## src/rtl/tsp_pkg.sv

```systemverilog
// Package for the trapezoid stepper profile unit: codes, state enum and
// arithmetic constants. No dependencies.
package tsp_pkg;

    // command kinds
    localparam logic [2:0] KIND_GOTO   = 3'd0;
    localparam logic [2:0] KIND_HOME   = 3'd1;
    localparam logic [2:0] KIND_CANCEL = 3'd2;
    localparam logic [2:0] KIND_CLEAR  = 3'd3;
    localparam logic [2:0] KIND_STEP   = 3'd4;

    // start codes
    localparam logic [2:0] SC_INVALID = 3'd0;
    localparam logic [2:0] SC_BUSY    = 3'd1;
    localparam logic [2:0] SC_DONE    = 3'd2;
    localparam logic [2:0] SC_STARTED = 3'd3;
    localparam logic [2:0] SC_NONE    = 3'd4;

    typedef enum logic [2:0] {
        M_IDLE      = 3'd0,
        M_HOMING    = 3'd1,
        M_MOVING    = 3'd2,
        M_HOME_OK   = 3'd3,
        M_HOME_FAIL = 3'd4,
        M_GOTO_DONE = 3'd5
    } t_mode;

    // shared serial arithmetic unit operations
    typedef enum logic [1:0] {
        AOP_MUL  = 2'd0,
        AOP_DIV  = 2'd1,
        AOP_SQRT = 2'd2
    } t_aop;

    typedef struct packed {
        logic start;
        t_aop op;
    } t_arith_req;

    localparam int          SWITCH_COUNT = 16;
    localparam logic [63:0] C_TWO_E12    = 64'd2000000000000;
    localparam logic [31:0] C_US_PER_S   = 32'd1000000;
    localparam logic [63:0] C_US_Q16     = 64'd65536000000;
    localparam logic [20:0] PERIOD_MAX   = 21'h1FFFFF;

endpackage

```

## src/rtl/tsp_in_if.sv

```systemverilog
// Input channel of the stepper profile unit: valid/ready plus command fields.
// No dependencies.
interface tsp_in_if;
    logic        valid;
    logic        ready;
    logic [2:0]  kind;
    logic [31:0] target_position;
    logic [31:0] home_step_limit;
    logic [23:0] accel_rate;
    logic [15:0] speed_limit;
    logic [3:0]  switch_select;
    logic        switch_stop_level;
    logic [15:0] switch_word;

    modport source (output valid, kind, target_position, home_step_limit, accel_rate,
                    speed_limit, switch_select, switch_stop_level, switch_word,
                    input ready);
    modport sink   (input valid, kind, target_position, home_step_limit, accel_rate,
                    speed_limit, switch_select, switch_stop_level, switch_word,
                    output ready);
endinterface

```

## src/rtl/tsp_out_if.sv

```systemverilog
// Output channel of the stepper profile unit: valid/ready plus result fields.
// No dependencies.
interface tsp_out_if;
    logic        valid;
    logic        ready;
    logic [2:0]  start_code;
    logic [2:0]  motion_state;
    logic        step_pulse;
    logic        dir_level;
    logic [31:0] axis_position;
    logic [20:0] next_period_us;
    logic        clear_ok;

    modport source (output valid, start_code, motion_state, step_pulse, dir_level,
                    axis_position, next_period_us, clear_ok, input ready);
    modport sink   (input valid, start_code, motion_state, step_pulse, dir_level,
                    axis_position, next_period_us, clear_ok, output ready);
endinterface

```

## src/rtl/tsp_arith.sv

```systemverilog
// Shared bit-serial arithmetic unit: shift-add multiply, restoring
// divide 64/32, digit-by-digit square root of 96 bits. Uses tsp_pkg.
module tsp_arith (
    input  logic                i_clk,
    input  logic                i_rst_n,
    input  tsp_pkg::t_arith_req i_req,
    input  logic [95:0]         i_x,
    input  logic [31:0]         i_y,
    output logic                o_done,
    output logic [63:0]         o_res
);
    logic [6:0]    r_cnt;
    tsp_pkg::t_aop r_op;
    logic [95:0]   r_a;
    logic [31:0]   r_b;
    logic [63:0]   r_r;
    logic [63:0]   r_q;
    logic          r_done;

    logic [32:0] n_dt;
    logic        n_dge;
    logic [51:0] n_st;
    logic [51:0] n_trial;
    logic        n_sge;

    // one divide and one root step
    always_comb begin
        n_dt    = {r_r[31:0], r_a[95]};
        n_dge   = n_dt >= {1'b0, r_b};
        n_st    = {r_r[49:0], r_a[95:94]};
        n_trial = {1'b0, r_q[48:0], 2'b01};
        n_sge   = n_st >= n_trial;
    end

    always_ff @(posedge i_clk) begin
        if (!i_rst_n) begin
            r_cnt  <= '0;
            r_done <= 1'b0;
        end else begin
            r_done <= 1'b0;
            if (i_req.start) begin
                r_op <= i_req.op;
                r_r  <= '0;
                r_q  <= '0;
                case (i_req.op)
                    tsp_pkg::AOP_MUL: begin
                        r_a   <= {i_y, 64'd0};
                        r_b   <= i_x[31:0];
                        r_cnt <= 7'd32;
                    end
                    tsp_pkg::AOP_DIV: begin
                        r_a   <= {i_x[63:0], 32'd0};
                        r_b   <= i_y;
                        r_cnt <= 7'd64;
                    end
                    default: begin
                        r_a   <= i_x;
                        r_b   <= i_y;
                        r_cnt <= 7'd48;
                    end
                endcase
            end else if (r_cnt != 7'd0) begin
                r_cnt <= r_cnt - 7'd1;
                if (r_cnt == 7'd1) r_done <= 1'b1;
                case (r_op)
                    tsp_pkg::AOP_MUL: begin
                        r_r <= {r_r[62:0], 1'b0} + (r_a[95] ? {32'd0, r_b} : 64'd0);
                        r_a <= {r_a[94:0], 1'b0};
                    end
                    tsp_pkg::AOP_DIV: begin
                        r_r <= n_dge ? {32'd0, n_dt[31:0] - r_b} : {32'd0, n_dt[31:0]};
                        r_q <= {r_q[62:0], n_dge};
                        r_a <= {r_a[94:0], 1'b0};
                    end
                    default: begin
                        r_r <= n_sge ? {12'd0, n_st - n_trial} : {12'd0, n_st};
                        r_q <= {r_q[62:0], n_sge};
                        r_a <= {r_a[93:0], 2'b00};
                    end
                endcase
            end
        end
    end

    assign o_done = r_done;
    assign o_res  = (r_op == tsp_pkg::AOP_MUL) ? r_r : r_q;
endmodule

```

## src/rtl/trapezoid_stepper_profile_unit.sv

```systemverilog
// Top level of the trapezoid stepper profile unit: command decode, motion
// state and sequencer. Uses tsp_pkg, tsp_in_if, tsp_out_if and tsp_arith.
//
//  port    | dir | words
//  --------+-----+------------------------------------------------
//  i_in    | in  | command: goto, home, cancel, clear, step event
//  o_out   | out | one status word per command
//
// Cancel, clear, rejects and ignored events go from decode straight to S_OUT.
// A goto/home start runs mul, div, div and sqrt on the serial unit, plus mul and
// sqrt for a triangular profile; a new-period step event runs mul, div and div.
// Reset (synchronous, active low) puts the axis idle at position zero.
// i_in is taken in the idle state even while a result waits in the output
// register; a stalled output holds the sequencer before its next result.
module trapezoid_stepper_profile_unit (
    input  logic      i_clk,
    input  logic      i_rst_n,
    tsp_in_if.sink    i_in,
    tsp_out_if.source o_out
);
    typedef enum logic [3:0] {
        S_IDLE, S_EXEC, S_ACC_MUL, S_ACC_DIV, S_P0_DIV, S_P0_SQRT, S_PK_MUL,
        S_PK_SQRT, S_DV_MUL, S_DV_DIV, S_VEL, S_PER, S_PER_DIV, S_OUT
    } t_state;

    t_state r_state;

    // latched command word
    logic [2:0]  r_kind;
    logic [31:0] r_tgt, r_lim;
    logic [23:0] r_acl;
    logic [15:0] r_spd;
    logic [3:0]  r_sel;
    logic        r_lvl;
    logic [15:0] r_word;

    // axis state
    tsp_pkg::t_mode r_mode;
    logic [31:0] r_pos, r_left, r_vel, r_peak, r_dmark, r_cmark, r_amark;
    logic [20:0] r_per;
    logic [23:0] r_acch;
    logic        r_dirp;
    logic [3:0]  r_hidx;
    logic        r_hlvl;

    // planning scratch
    logic [31:0] r_tot, r_acc;
    logic        r_isgoto, r_big;
    logic [63:0] r_dv;
    logic [2:0]  r_code;
    logic        r_pulse, r_clr;

    // arithmetic unit
    tsp_pkg::t_arith_req r_req;
    logic [95:0] r_ax;
    logic [31:0] r_ay;
    logic        w_done;
    logic [63:0] w_res;

    // output register
    logic        r_oval;
    logic [2:0]  r_o_code, r_o_state;
    logic        r_o_pulse, r_o_dir, r_o_clr;
    logic [31:0] r_o_pos;
    logic [20:0] r_o_per;

    tsp_arith u_arith (
        .i_clk   (i_clk),
        .i_rst_n (i_rst_n),
        .i_req   (r_req),
        .i_x     (r_ax),
        .i_y     (r_ay),
        .o_done  (w_done),
        .o_res   (w_res)
    );

    // command decode helpers
    logic [31:0] n_delta, n_gmag, n_hmag, n_left;
    logic        n_stop, n_active, n_badp, n_fin;
    logic [31:0] n_accs, n_decs, n_cons;
    logic [20:0] n_sat;

    always_comb begin
        n_delta  = r_tgt - r_pos;
        n_gmag   = n_delta[31] ? 32'd0 - n_delta : n_delta;
        n_hmag   = r_lim[31] ? 32'd0 - r_lim : r_lim;
        n_left   = r_left - 32'd1;
        n_active = (r_mode == tsp_pkg::M_HOMING) || (r_mode == tsp_pkg::M_MOVING);
        n_fin    = (r_mode == tsp_pkg::M_HOME_OK) || (r_mode == tsp_pkg::M_HOME_FAIL)
                   || (r_mode == tsp_pkg::M_GOTO_DONE);
        n_badp   = (r_acl == 24'd0) || (r_spd == 16'd0);
        n_stop   = (r_mode == tsp_pkg::M_HOMING)
                   && ((32'(r_hidx) < tsp_pkg::SWITCH_COUNT) ? r_word[r_hidx] : 1'b0)
                      == r_hlvl;
        n_sat    = (w_res > 64'(tsp_pkg::PERIOD_MAX)) ? tsp_pkg::PERIOD_MAX : w_res[20:0];
        // phase split of the planned move
        if (r_isgoto) begin
            if (r_big) begin
                n_accs = {1'b0, r_tot[31:1]};
                n_decs = r_tot - {1'b0, r_tot[31:1]};
                n_cons = 32'd0;
            end else begin
                n_accs = r_acc;
                n_decs = r_acc;
                n_cons = r_tot - {r_acc[30:0], 1'b0};
            end
        end else begin
            n_decs = 32'd0;
            n_accs = r_big ? r_tot : r_acc;
            n_cons = r_tot - n_accs;
        end
    end

    assign i_in.ready = (r_state == S_IDLE);

    // sequencer, axis state and output register
    always_ff @(posedge i_clk) begin
        if (!i_rst_n) begin
            r_state   <= S_IDLE;
            r_mode    <= tsp_pkg::M_IDLE;
            r_pos     <= '0;
            r_left    <= '0;
            r_vel     <= '0;
            r_per     <= '0;
            r_acch    <= '0;
            r_peak    <= '0;
            r_dmark   <= '0;
            r_cmark   <= '0;
            r_amark   <= '0;
            r_dirp    <= 1'b0;
            r_hidx    <= '0;
            r_hlvl    <= 1'b0;
            r_req     <= '0;
            r_oval    <= 1'b0;
        end else begin
            // start is a one-cycle pulse; no request is issued while it is high
            if (r_req.start) r_req.start <= 1'b0;
            // S_OUT reloads the output register itself
            if (o_out.valid && o_out.ready && r_state != S_OUT) r_oval <= 1'b0;
            case (r_state)
                S_IDLE: begin
                    if (i_in.valid) begin
                        r_kind  <= i_in.kind;
                        r_tgt   <= i_in.target_position;
                        r_lim   <= i_in.home_step_limit;
                        r_acl   <= i_in.accel_rate;
                        r_spd   <= i_in.speed_limit;
                        r_sel   <= i_in.switch_select;
                        r_lvl   <= i_in.switch_stop_level;
                        r_word  <= i_in.switch_word;
                        r_state <= S_EXEC;
                    end
                end
                S_EXEC: begin
                    r_pulse <= (r_kind == tsp_pkg::KIND_STEP) && n_active && !n_stop;
                    r_clr   <= (r_kind == tsp_pkg::KIND_CLEAR) && n_fin;
                    case (r_kind)
                        tsp_pkg::KIND_GOTO: begin
                            if (r_mode != tsp_pkg::M_IDLE) begin
                                r_code  <= tsp_pkg::SC_BUSY;
                                r_state <= S_OUT;
                            end else if (n_badp) begin
                                r_code  <= tsp_pkg::SC_INVALID;
                                r_state <= S_OUT;
                            end else if (n_gmag == 32'd0) begin
                                r_code  <= tsp_pkg::SC_DONE;
                                r_state <= S_OUT;
                            end else begin
                                r_code   <= tsp_pkg::SC_STARTED;
                                r_tot    <= n_gmag;
                                r_dirp   <= !n_delta[31];
                                r_isgoto <= 1'b1;
                                r_ax     <= {80'd0, r_spd};
                                r_ay     <= {16'd0, r_spd};
                                r_req    <= '{start: 1'b1, op: tsp_pkg::AOP_MUL};
                                r_state  <= S_ACC_MUL;
                            end
                        end
                        tsp_pkg::KIND_HOME: begin
                            if (r_mode != tsp_pkg::M_IDLE) begin
                                r_code  <= tsp_pkg::SC_BUSY;
                                r_state <= S_OUT;
                            end else if (n_hmag == 32'd0) begin
                                r_code  <= tsp_pkg::SC_DONE;
                                r_state <= S_OUT;
                            end else if (n_badp) begin
                                r_code  <= tsp_pkg::SC_INVALID;
                                r_state <= S_OUT;
                            end else begin
                                r_code   <= tsp_pkg::SC_STARTED;
                                r_tot    <= n_hmag;
                                r_dirp   <= !r_lim[31];
                                r_hidx   <= r_sel;
                                r_hlvl   <= r_lvl;
                                r_isgoto <= 1'b0;
                                r_ax     <= {80'd0, r_spd};
                                r_ay     <= {16'd0, r_spd};
                                r_req    <= '{start: 1'b1, op: tsp_pkg::AOP_MUL};
                                r_state  <= S_ACC_MUL;
                            end
                        end
                        tsp_pkg::KIND_CANCEL: begin
                            r_code  <= tsp_pkg::SC_NONE;
                            r_mode  <= tsp_pkg::M_IDLE;
                            r_left  <= '0;
                            r_per   <= '0;
                            r_state <= S_OUT;
                        end
                        tsp_pkg::KIND_CLEAR: begin
                            r_code  <= tsp_pkg::SC_NONE;
                            if (n_fin) r_mode <= tsp_pkg::M_IDLE;
                            r_state <= S_OUT;
                        end
                        tsp_pkg::KIND_STEP: begin
                            r_code <= tsp_pkg::SC_NONE;
                            if (n_active && n_stop) begin
                                r_pos   <= '0;
                                r_mode  <= tsp_pkg::M_HOME_OK;
                                r_left  <= '0;
                                r_per   <= '0;
                                r_state <= S_OUT;
                            end else if (n_active) begin
                                r_left <= n_left;
                                r_pos  <= r_dirp ? r_pos + 32'd1 : r_pos - 32'd1;
                                if (n_left == 32'd0) begin
                                    r_mode  <= (r_mode == tsp_pkg::M_HOMING)
                                               ? tsp_pkg::M_HOME_FAIL : tsp_pkg::M_GOTO_DONE;
                                    r_per   <= '0;
                                    r_state <= S_OUT;
                                end else begin
                                    r_ax    <= {72'd0, r_acch};
                                    r_ay    <= {11'd0, r_per};
                                    r_req   <= '{start: 1'b1, op: tsp_pkg::AOP_MUL};
                                    r_state <= S_DV_MUL;
                                end
                            end else begin
                                r_state <= S_OUT;
                            end
                        end
                        default: begin
                            r_code  <= tsp_pkg::SC_NONE;
                            r_state <= S_OUT;
                        end
                    endcase
                end
                // accel steps: v*v / 2a
                S_ACC_MUL: begin
                    if (w_done) begin
                        r_ax    <= {64'd0, w_res[31:0]};
                        r_ay    <= {7'd0, r_acl, 1'b0};
                        r_req   <= '{start: 1'b1, op: tsp_pkg::AOP_DIV};
                        r_state <= S_ACC_DIV;
                    end
                end
                S_ACC_DIV: begin
                    if (w_done) begin
                        r_acc   <= w_res[31:0];
                        r_ax    <= {32'd0, tsp_pkg::C_TWO_E12};
                        r_ay    <= {8'd0, r_acl};
                        r_req   <= '{start: 1'b1, op: tsp_pkg::AOP_DIV};
                        r_state <= S_P0_DIV;
                    end
                end
                // start period: sqrt(2e12 / a)
                S_P0_DIV: begin
                    if (w_done) begin
                        r_ax    <= {32'd0, w_res};
                        r_req   <= '{start: 1'b1, op: tsp_pkg::AOP_SQRT};
                        r_state <= S_P0_SQRT;
                    end
                end
                S_P0_SQRT: begin
                    if (w_done) begin
                        r_per  <= n_sat;
                        r_left <= r_tot;
                        r_acch <= r_acl;
                        r_vel  <= '0;
                        r_big  <= r_isgoto ? ({r_acc, 1'b0} > {1'b0, r_tot}) : (r_acc > r_tot);
                        if (r_isgoto ? ({r_acc, 1'b0} > {1'b0, r_tot}) : (r_acc > r_tot)) begin
                            r_ax    <= {72'd0, r_acl};
                            r_ay    <= r_tot;
                            r_req   <= '{start: 1'b1, op: tsp_pkg::AOP_MUL};
                            r_state <= S_PK_MUL;
                        end else begin
                            r_peak  <= {r_spd, 16'd0};
                            r_state <= S_PK_SQRT;
                        end
                    end
                end
                // triangular peak: sqrt(a*steps << 32); also commits the plan
                S_PK_MUL: begin
                    if (w_done) begin
                        r_ax    <= {w_res, 32'd0};
                        r_req   <= '{start: 1'b1, op: tsp_pkg::AOP_SQRT};
                        r_state <= S_PK_SQRT;
                    end
                end
                S_PK_SQRT: begin
                    if (w_done || !r_big) begin
                        if (r_big) r_peak <= w_res[31:0];
                        r_dmark <= n_decs;
                        r_cmark <= n_decs + n_cons;
                        r_amark <= n_decs + n_cons + n_accs;
                        r_mode  <= r_isgoto ? tsp_pkg::M_MOVING : tsp_pkg::M_HOMING;
                        r_state <= S_OUT;
                    end
                end
                // velocity change: a * period << 16 / 1e6
                S_DV_MUL: begin
                    if (w_done) begin
                        r_ax    <= {32'd0, w_res[47:0], 16'd0};
                        r_ay    <= tsp_pkg::C_US_PER_S;
                        r_req   <= '{start: 1'b1, op: tsp_pkg::AOP_DIV};
                        r_state <= S_DV_DIV;
                    end
                end
                S_DV_DIV: begin
                    if (w_done) begin
                        r_dv    <= w_res;
                        r_state <= S_VEL;
                    end
                end
                // velocity update per phase; decel down to zero ends the move
                S_VEL: begin
                    if (r_left <= r_dmark && r_dv >= {32'd0, r_vel}) begin
                        r_mode  <= (r_mode == tsp_pkg::M_HOMING)
                                   ? tsp_pkg::M_HOME_FAIL : tsp_pkg::M_GOTO_DONE;
                        r_left  <= '0;
                        r_per   <= '0;
                        r_state <= S_OUT;
                    end else begin
                        r_state <= S_PER;
                        if (r_left <= r_dmark) begin
                            r_vel <= r_vel - r_dv[31:0];
                        end else if (r_left <= r_cmark) begin
                            r_vel <= r_peak;
                        end else if (r_left <= r_amark) begin
                            r_vel <= (({32'd0, r_vel} + r_dv) > {32'd0, r_peak})
                                     ? r_peak : r_vel + r_dv[31:0];
                        end
                    end
                end
                // next period: 1e6 << 16 / v
                S_PER: begin
                    if (r_vel == 32'd0) begin
                        r_per   <= tsp_pkg::PERIOD_MAX;
                        r_state <= S_OUT;
                    end else begin
                        r_ax    <= {32'd0, tsp_pkg::C_US_Q16};
                        r_ay    <= r_vel;
                        r_req   <= '{start: 1'b1, op: tsp_pkg::AOP_DIV};
                        r_state <= S_PER_DIV;
                    end
                end
                S_PER_DIV: begin
                    if (w_done) begin
                        r_per   <= n_sat;
                        r_state <= S_OUT;
                    end
                end
                S_OUT: begin
                    if (!r_oval || o_out.ready) begin
                        r_oval    <= 1'b1;
                        r_o_code  <= r_code;
                        r_o_state <= r_mode;
                        r_o_pulse <= r_pulse;
                        r_o_dir   <= r_dirp;
                        r_o_pos   <= r_pos;
                        r_o_per   <= n_active ? r_per : 21'd0;
                        r_o_clr   <= r_clr;
                        r_state   <= S_IDLE;
                    end
                end
                default: r_state <= S_IDLE;
            endcase
        end
    end

    assign o_out.valid          = r_oval;
    assign o_out.start_code     = r_o_code;
    assign o_out.motion_state   = r_o_state;
    assign o_out.step_pulse     = r_o_pulse;
    assign o_out.dir_level      = r_o_dir;
    assign o_out.axis_position  = r_o_pos;
    assign o_out.next_period_us = r_o_per;
    assign o_out.clear_ok       = r_o_clr;
endmodule

```

## src/flat_wrapper.sv

```systemverilog
// flat-port wrapper written by rule: the top's interface ports become plain ports
module trapezoid_stepper_profile_unit_flat 
  (i_clk, i_rst_n, i_in_valid, i_in_kind, i_in_target_position, i_in_home_step_limit, i_in_accel_rate, i_in_speed_limit, i_in_switch_select, i_in_switch_stop_level, i_in_switch_word, i_in_ready, o_out_valid, o_out_start_code, o_out_motion_state, o_out_step_pulse, o_out_dir_level, o_out_axis_position, o_out_next_period_us, o_out_clear_ok, o_out_ready);
  tsp_in_if i_in_i ();
  tsp_out_if o_out_i ();
  input  logic i_clk;
  input  logic i_rst_n;
  input wire logic [$bits(i_in_i.valid)-1:0] i_in_valid;
  input wire logic [$bits(i_in_i.kind)-1:0] i_in_kind;
  input wire logic [$bits(i_in_i.target_position)-1:0] i_in_target_position;
  input wire logic [$bits(i_in_i.home_step_limit)-1:0] i_in_home_step_limit;
  input wire logic [$bits(i_in_i.accel_rate)-1:0] i_in_accel_rate;
  input wire logic [$bits(i_in_i.speed_limit)-1:0] i_in_speed_limit;
  input wire logic [$bits(i_in_i.switch_select)-1:0] i_in_switch_select;
  input wire logic [$bits(i_in_i.switch_stop_level)-1:0] i_in_switch_stop_level;
  input wire logic [$bits(i_in_i.switch_word)-1:0] i_in_switch_word;
  output wire logic [$bits(i_in_i.ready)-1:0] i_in_ready;
  output wire logic [$bits(o_out_i.valid)-1:0] o_out_valid;
  output wire logic [$bits(o_out_i.start_code)-1:0] o_out_start_code;
  output wire logic [$bits(o_out_i.motion_state)-1:0] o_out_motion_state;
  output wire logic [$bits(o_out_i.step_pulse)-1:0] o_out_step_pulse;
  output wire logic [$bits(o_out_i.dir_level)-1:0] o_out_dir_level;
  output wire logic [$bits(o_out_i.axis_position)-1:0] o_out_axis_position;
  output wire logic [$bits(o_out_i.next_period_us)-1:0] o_out_next_period_us;
  output wire logic [$bits(o_out_i.clear_ok)-1:0] o_out_clear_ok;
  input wire logic [$bits(o_out_i.ready)-1:0] o_out_ready;
  assign i_in_i.valid = i_in_valid;
  assign i_in_i.kind = i_in_kind;
  assign i_in_i.target_position = i_in_target_position;
  assign i_in_i.home_step_limit = i_in_home_step_limit;
  assign i_in_i.accel_rate = i_in_accel_rate;
  assign i_in_i.speed_limit = i_in_speed_limit;
  assign i_in_i.switch_select = i_in_switch_select;
  assign i_in_i.switch_stop_level = i_in_switch_stop_level;
  assign i_in_i.switch_word = i_in_switch_word;
  assign i_in_ready = i_in_i.ready;
  assign o_out_valid = o_out_i.valid;
  assign o_out_start_code = o_out_i.start_code;
  assign o_out_motion_state = o_out_i.motion_state;
  assign o_out_step_pulse = o_out_i.step_pulse;
  assign o_out_dir_level = o_out_i.dir_level;
  assign o_out_axis_position = o_out_i.axis_position;
  assign o_out_next_period_us = o_out_i.next_period_us;
  assign o_out_clear_ok = o_out_i.clear_ok;
  assign o_out_i.ready = o_out_ready;
  trapezoid_stepper_profile_unit u_core (.i_clk(i_clk), .i_rst_n(i_rst_n), .i_in(i_in_i), .o_out(o_out_i));
endmodule
```

## config.mk

```make
export PLATFORM = sky130hd
export DESIGN_NAME = trapezoid_stepper_profile_unit_flat
export DESIGN_NICKNAME = d
export VERILOG_FILES = /design/src/rtl/tsp_pkg.sv /design/src/rtl/tsp_in_if.sv /design/src/rtl/tsp_out_if.sv /design/src/rtl/tsp_arith.sv /design/src/rtl/trapezoid_stepper_profile_unit.sv /design/src/flat_wrapper.sv
export SDC_FILE = /design/constraint.sdc
export NUM_CORES = 2
export LEC_CHECK = 0
export BUFFER_PORTS_ARGS = -buffer_cell sky130_fd_sc_hd__buf_2
export CORE_MARGIN = 5
export CORE_UTILIZATION = 58
export CTS_CLUSTER_SIZE = 10
export DETAILED_ROUTE_END_ITERATION = 8
export PLACE_DENSITY = 0.73
export SLEW_MARGIN = 20
export SYNTH_ARGS = -nofsm -noshare
export SYNTH_HDL_FRONTEND = slang
export SYNTH_SLANG_ARGS = --single-unit
```

## constraint.sdc

```tcl
create_clock -name i_clk -period 20.3 [get_ports i_clk]
set_input_delay 3.045 -clock i_clk [delete_from_list [all_inputs] [get_ports i_clk]]
set_output_delay 3.045 -clock i_clk [all_outputs]
set_load 0.005 [all_outputs]
```

## Word level (Yosys, flattened, before mapping)

Index checks and enable logic that the tools add are counted.

- Register bits after elaboration: 1005

- Equality and inequality tests: 71
- Magnitude comparators: 11
- Add/subtract/negate cells: 18
- Bitwise operators: 5
- Reductions and logical operators: 71
- Mux-type cells: 177

Operators with widths:

| cell | count |
|---|---|
| 96-bit 2-to-1 mux | 20 |
| 32-bit 2-to-1 mux | 50 |
| 96-bit case mux with 8 select lines | 1 |
| 96-bit case mux with 3 select lines | 1 |
| 32-bit case mux with 2 select lines | 4 |
| 64-bit case mux with 2 select lines | 2 |
| 64-bit 2-to-1 mux | 3 |
| 32-bit case mux with 3 select lines | 2 |
| 32-bit case mux with 6 select lines | 1 |
| 96-bit case mux with 2 select lines | 1 |
| 32-bit subtractor | 5 |
| 21-bit 2-to-1 mux | 7 |
| 32-bit zero test | 4 |
| 32-bit adder | 3 |
| 32-bit less-or-equal comparator | 3 |
| 21-bit case mux with 4 select lines | 1 |
| 3-bit 2-to-1 mux | 27 |
| 4-bit 2-to-1 mux | 18 |
| 32-bit by 64-bit adder with 64-bit output | 1 |
| 64-bit by 32-bit adder with 64-bit output | 1 |
| 64-bit by 32-bit >= comparator with 1-bit output | 1 |
| 64-bit by 21-bit greater-than comparator with 1-bit output (second input constant) | 1 |
| 64-bit by 32-bit greater-than comparator with 1-bit output | 1 |
| 1-bit by 32-bit subtractor with 32-bit output (first input constant) | 2 |
| other kinds (70) | 193 |

## Logic depth before layout (Yosys ltp)

- Depth after elaboration: 9
- Depth in mapped cells: 40
- Mapped depth without buffers: 37

## Hierarchy

From an unflattened synthesis, not the netlist that was laid out.

- Cells, all modules: 8468
- Area total of the unflattened synthesis: 74864.3 um^2

Modules (own cells, without submodules):

| module | area an instance (um^2) | cells an instance | seq. area each (um^2) | times used |
|---|---|---|---|---|
| trapezoid_stepper_profile_unit | 53055.9 | 6005 | 19328.5 | 1 |
| tsp_arith | 21808.4 | 2463 | 7907.6 | 1 |

## Worst setup path after synthesis

Ideal clock, no wire load.

- Path kind: input to register
- Start point: input port i_rst_n
- End point: register u_core.r_dv[0], enable pin
- Buffers on the path: 0
- Setup slack: 12.245 ns
- Cell stages on the path: 2
- Required time: 19.735 ns
- Arrival: 7.491 ns
- Library setup time: 0.565 ns
- Path through: nand2_1 -> nor3_1

- Word-level cells in the longest chain between the ends: 1

RTL lines:

| what | line | RTL |
|---|---|---|
| start: declaration | flat_wrapper.sv:7 | `input logic i_rst_n;` |
| 3-bit AND reduction (no source line) | n/a |  |
| end signal: assignment | trapezoid_stepper_profile_unit.sv:319 | `r_dv <= w_res;` |
| end: declaration | trapezoid_stepper_profile_unit.sv:49 | `logic [63:0] r_dv;` |

Every way passes these cells.
A chain may end at the register's enable or synchronous reset.

## Final worst setup path

- Start point: register u_core.r_big
- End point: register u_core.r_amark[31]

- Word-level cells in the longest chain between the ends: 5

RTL lines:

| what | line | RTL |
|---|---|---|
| start: declaration | trapezoid_stepper_profile_unit.sv:48 | `logic r_isgoto, r_big;` |
| start signal: assignment | trapezoid_stepper_profile_unit.sv:278 | `r_big <= r_isgoto ? ({r_acc, 1'b0} > {1'b0, r_tot}) : (r_acc > r_tot);` |
| 32-bit 2-to-1 mux | trapezoid_stepper_profile_unit.sv:109 | `n_accs = r_big ? r_tot : r_acc;` |
| 32-bit subtractor | trapezoid_stepper_profile_unit.sv:110 | `n_cons = r_tot - n_accs;` |
| 32-bit 2-to-1 mux | trapezoid_stepper_profile_unit.sv:97 | `if (r_isgoto) begin` |
| 32-bit adder (2 in series) | trapezoid_stepper_profile_unit.sv:303 | `r_amark <= n_decs + n_cons + n_accs;` |
| end signal: assignment | trapezoid_stepper_profile_unit.sv:303 |  |
| end: declaration | trapezoid_stepper_profile_unit.sv:39 | `logic [31:0] r_pos, r_left, r_vel, r_peak, r_dmark, r_cmark, r_amark;` |

Several ways; a longest one is shown, not always the timed one.

==> summary.txt <==
Timing
  – Post-route setup slack: around 12000 ps
  – RSZ-0062 raised after global routing: no
  – Setup_tns: 0 ps
  – Relative slew slack: 0.0214
  – Highest Clock Rate: 0.118 GHz
  – Period minus WS final: 8480 ps
  – # setup viols final: 0
  – Worst slew pin tran: 1450 ps
  – Final Cycle Share: 0.418
  – Fin. max-slew vios: 0
  – Final Hold Fails: 0
  – Clk_skew: 88.8 ps

CTS
  – TritonCTS Buffers: 118
  – Hold buffer count at CTS: 0
  – Total setup buffers inserted after CTS: 0
  – H-tree Lvls: 3
  – Skew-Pair Late Insertion Delay: 770 ps
  – Post-CTS sizing: 0
  – Clk buf depth: 3
  – CTS tree: built
  – CTS Root Cell: clkbuf_16
  – Clock Sinks: 1005
  – CTS clock-pin slew for the worst setup and hold paths: 70 ps

Routing
  – Post-DRT Antenna Nets: 0
  – DR vias/cell: between 6 and 7
  – DRC: 0
  – Total number of vias: 68093
  – DR WL/cell: 26.8 um
  – Post-Route WL: 271000 um
  – Iter 0 DRT Violations: 10138
  – DRT Pass-1 Iters: 7

Die
  – Die area: 135000 um^2
  – Num rows: 131
  – Horiz. Die Dim: between 300 and 400 um
  – Die H: 368 um
  – Core Box Area: 127000 um^2
  – I/O pin total: 196
  – Starting density of the core: 0.583

Synthesis
  – Post-synth EDFFs: approximately 710
  – Post-synth cell types: 104
  – Ys flop type: edfxtp_1
  – YS warnings: 0
  – Mapped Cells: between 8000 and 9000
  – Synth Cell Area: ~74000 um^2
  – Mapped Nets: 9090
  – Sequential area share after synthesis: 0.367
  – Average size of a mapped cell: 8.91 um^2
  – Synth Register Bits: 1005
  – Fraction of registers with async set/reset: 0

Critical path
  – Largest stage delay, worst path: 580 ps
  – WP data arrival: 9140 ps
  – WP data required: 20950 ps
  – CP startpoint: u_core.r_big$_DFFE_PP_
  – CP startpoint kind: register
  – Most Frequent Cell on Critical Path: o21ai_0
  – Reg2Reg Launch Point: u_core.r_big$_DFFE_PP_
  – R2R cell count: 36
  – WS Path Type: reg2reg
  – Worst path slowest cell: buf_4
  – CP Capture Type: register
  – Crit path max fanout: 57

Placement
  – Placed cells: 9899
  – Port Buffers: 195
  – Routability Congestion: around 1.0
  – Hpwl dp: 203000 um
  – DP Worst Slack: 12110 ps

Global routing
  – Largest net degree at the start of global routing: 103
  – Global-route wire length before repair: roughly 400000 um
  – Initial antenna violation count: 20
  – Total gr overflow: 0
  – GRT Overall Usage: 0.384
  – Vias in the first global route: 62702

Worst hold path
  – Hold Path Class: reg2reg
  – Hold depth: 2
  – HP Start: u_core.r_amark[9]$_SDFFE_PN0P_

Power
  – Cell Int Power: 5.70 mW
  – Net Switching: 4.56 mW
  – Power share of the clock group: 0.197
  – Static Leak: between 30 and 40 nW
  – Total power: 10.3 mW
  – Gate power share: 0.483
  – Sw Ratio: 0.445
  – Pwr per Cell Area: ~130 nW/um^2
  – Share of power burned in registers: 0.320
  – Maximum VDD drop: 0.0000837 V

Cells and area
  – Final net count: 9121
  – Share of cells above drive strength 1: 0.0766
  – Post-Layout Cell Count: 10124
  – P&R area growth vs syn: 8.49%

Run
  – Max_cap viols: 0

Outcome
  – Status: completed
==> worst paths after layout <==
kind                                                        end  slack, ps
worst min-delay path             u_core.r_amark[9]$_SDFFE_PN0P_        450
worst min register to register   u_core.r_amark[9]$_SDFFE_PN0P_        450
worst max register to register  u_core.r_amark[31]$_SDFFE_PN0P_      11820
worst max-delay path            u_core.r_amark[31]$_SDFFE_PN0P_      11820
==> cells by family after synthesis <==
| kind of cell | synth area share |
|---|---|
| AOI/OAI and AO/OA | 0.214 |
| xor gates and xnor gates | 0.0520 |
| adders and majority gates | 0.108 |
| buffers and inverters | 0.0508 |
| DFF | 0.367 |
| muxes | 0.0488 |
| and+or+nand+nor | 0.160 |
==> cell type report <==
class,instances,area (um^2)
Antenna cell,18,45.0
Tap cell,1662,2080
Timing Repair Buffer,314,1870
Inverter,583,2200
Multi-Input combinational cell,6335,43500
Sequential cell,1005,27200
Clock buffer,186,3300
Clock inverter,21,278
Fill cell,10798,46800
==> cells in the final DEF (no fill, tap or decap), drive strengths merged, types with 113 or more instances in the layout <==
cell type and n:
nand2 732, a21oi 723, edfxtp 711, nor2 674, ha 621, inv 581
o21ai 440, buf 314, dfxtp 294, mux2i 291, xnor2 288, a21o 225
nand3 189, clkbuf 186, nor3 155, xor2 149, nor2b 131, nand4 116
a211oi 113
==> layer usage <==
layer	track usage	part of all wire	vias to the layer above
met4	0.154	0.048	10
li1	-	-	30660
met1	0.544	0.41	32446
met2	0.540	0.40	4276
met5	0.0128	0.0010	-
met3	0.127	0.14	701
==> synthesized netlist by cell type, drive strengths merged (19+ instances only) <==
master	n	area, um^2
a211o	48	420
a211oi	113	883
a21boi	24	184
a21o	225	1690
a21oi	723	3630
a221o	19	190
a221oi	43	377
a22o	34	298
a22oi	100	751
a31oi	71	444
and2	61	382
and3	79	495
buf	65	307
clkbuf	338	1270
dfxtp	294	5890
edfxtp	711	21400
ha	621	7770
inv	579	2170
mux2	53	597
mux2i	291	2910
nand2	732	2750
nand2b	87	544
nand3	189	946
nand4	116	726
nor2	674	2530
nor2b	131	820
nor3	155	818
nor3b	19	143
nor4	74	508
o211ai	59	443
o21a	73	548
o21ai	440	2210
o21bai	107	803
o221ai	67	587
o22ai	69	432
o31ai	35	268
or2	30	188
or3	53	337
xnor2	288	2520
xor2	149	1310
==> metrics by stage <==
stage                     hold slack (ps)  cell area (um^2)   util
final                                 449             80500  0.632
after global routing                  473             80500  0.632
after CTS                             453             80400  0.632
after detailed placement              446             76900  0.604
after global placement                440             76900  0.603
after floorplan                       400             74200      -
==> power by group through the flow <==
stage          Clock [mW]  Sequential (mW)  Combinational, mW
2_1_floorplan           0             3.07               3.28
3_3_place_gp            0             3.28               4.67
3_5_place_dp            0             3.28               4.72
4_1_cts              2.04             3.25               4.76
5_1_grt              2.13             3.30               5.25
6_report             2.02             3.29               4.95
==> critical path: cells and delay by family, from the launching register on <==
| family | cells | cell delay, ps |
|---|---|---|
| AOI/OAI and AO/OA | 16 | 3770 |
| xor gates and xnor gates | 3 | 720 |
| adders and majority gates | 3 | 1010 |
| buffers and inverters | 2 | 960 |
| DFF | 1 | 320 |
| and+or+nand+nor | 12 | 1610 |
==> state kept, by name, summed over array words and instances, names as in the netlist, 21 cells and up <==
signal and count:
u_core.r_ax 96, u_core.u_arith.r_a 96, u_core.r_dv 64, u_core.u_arith.r_q 64, u_core.u_arith.r_r 64, u_core.o_out.axis_position 32
u_core.r_acc 32, u_core.r_amark 32, u_core.r_ay 32, u_core.r_cmark 32, u_core.r_dmark 32, u_core.r_left 32
u_core.r_lim 32, u_core.r_peak 32, u_core.r_pos 32, u_core.r_tgt 32, u_core.r_tot 32, u_core.r_vel 32
u_core.u_arith.r_b 32, u_core.r_acch 24, u_core.r_acl 24, u_core.o_out.next_period_us 21, u_core.r_per 21
(Power assumes the default switching activity.)
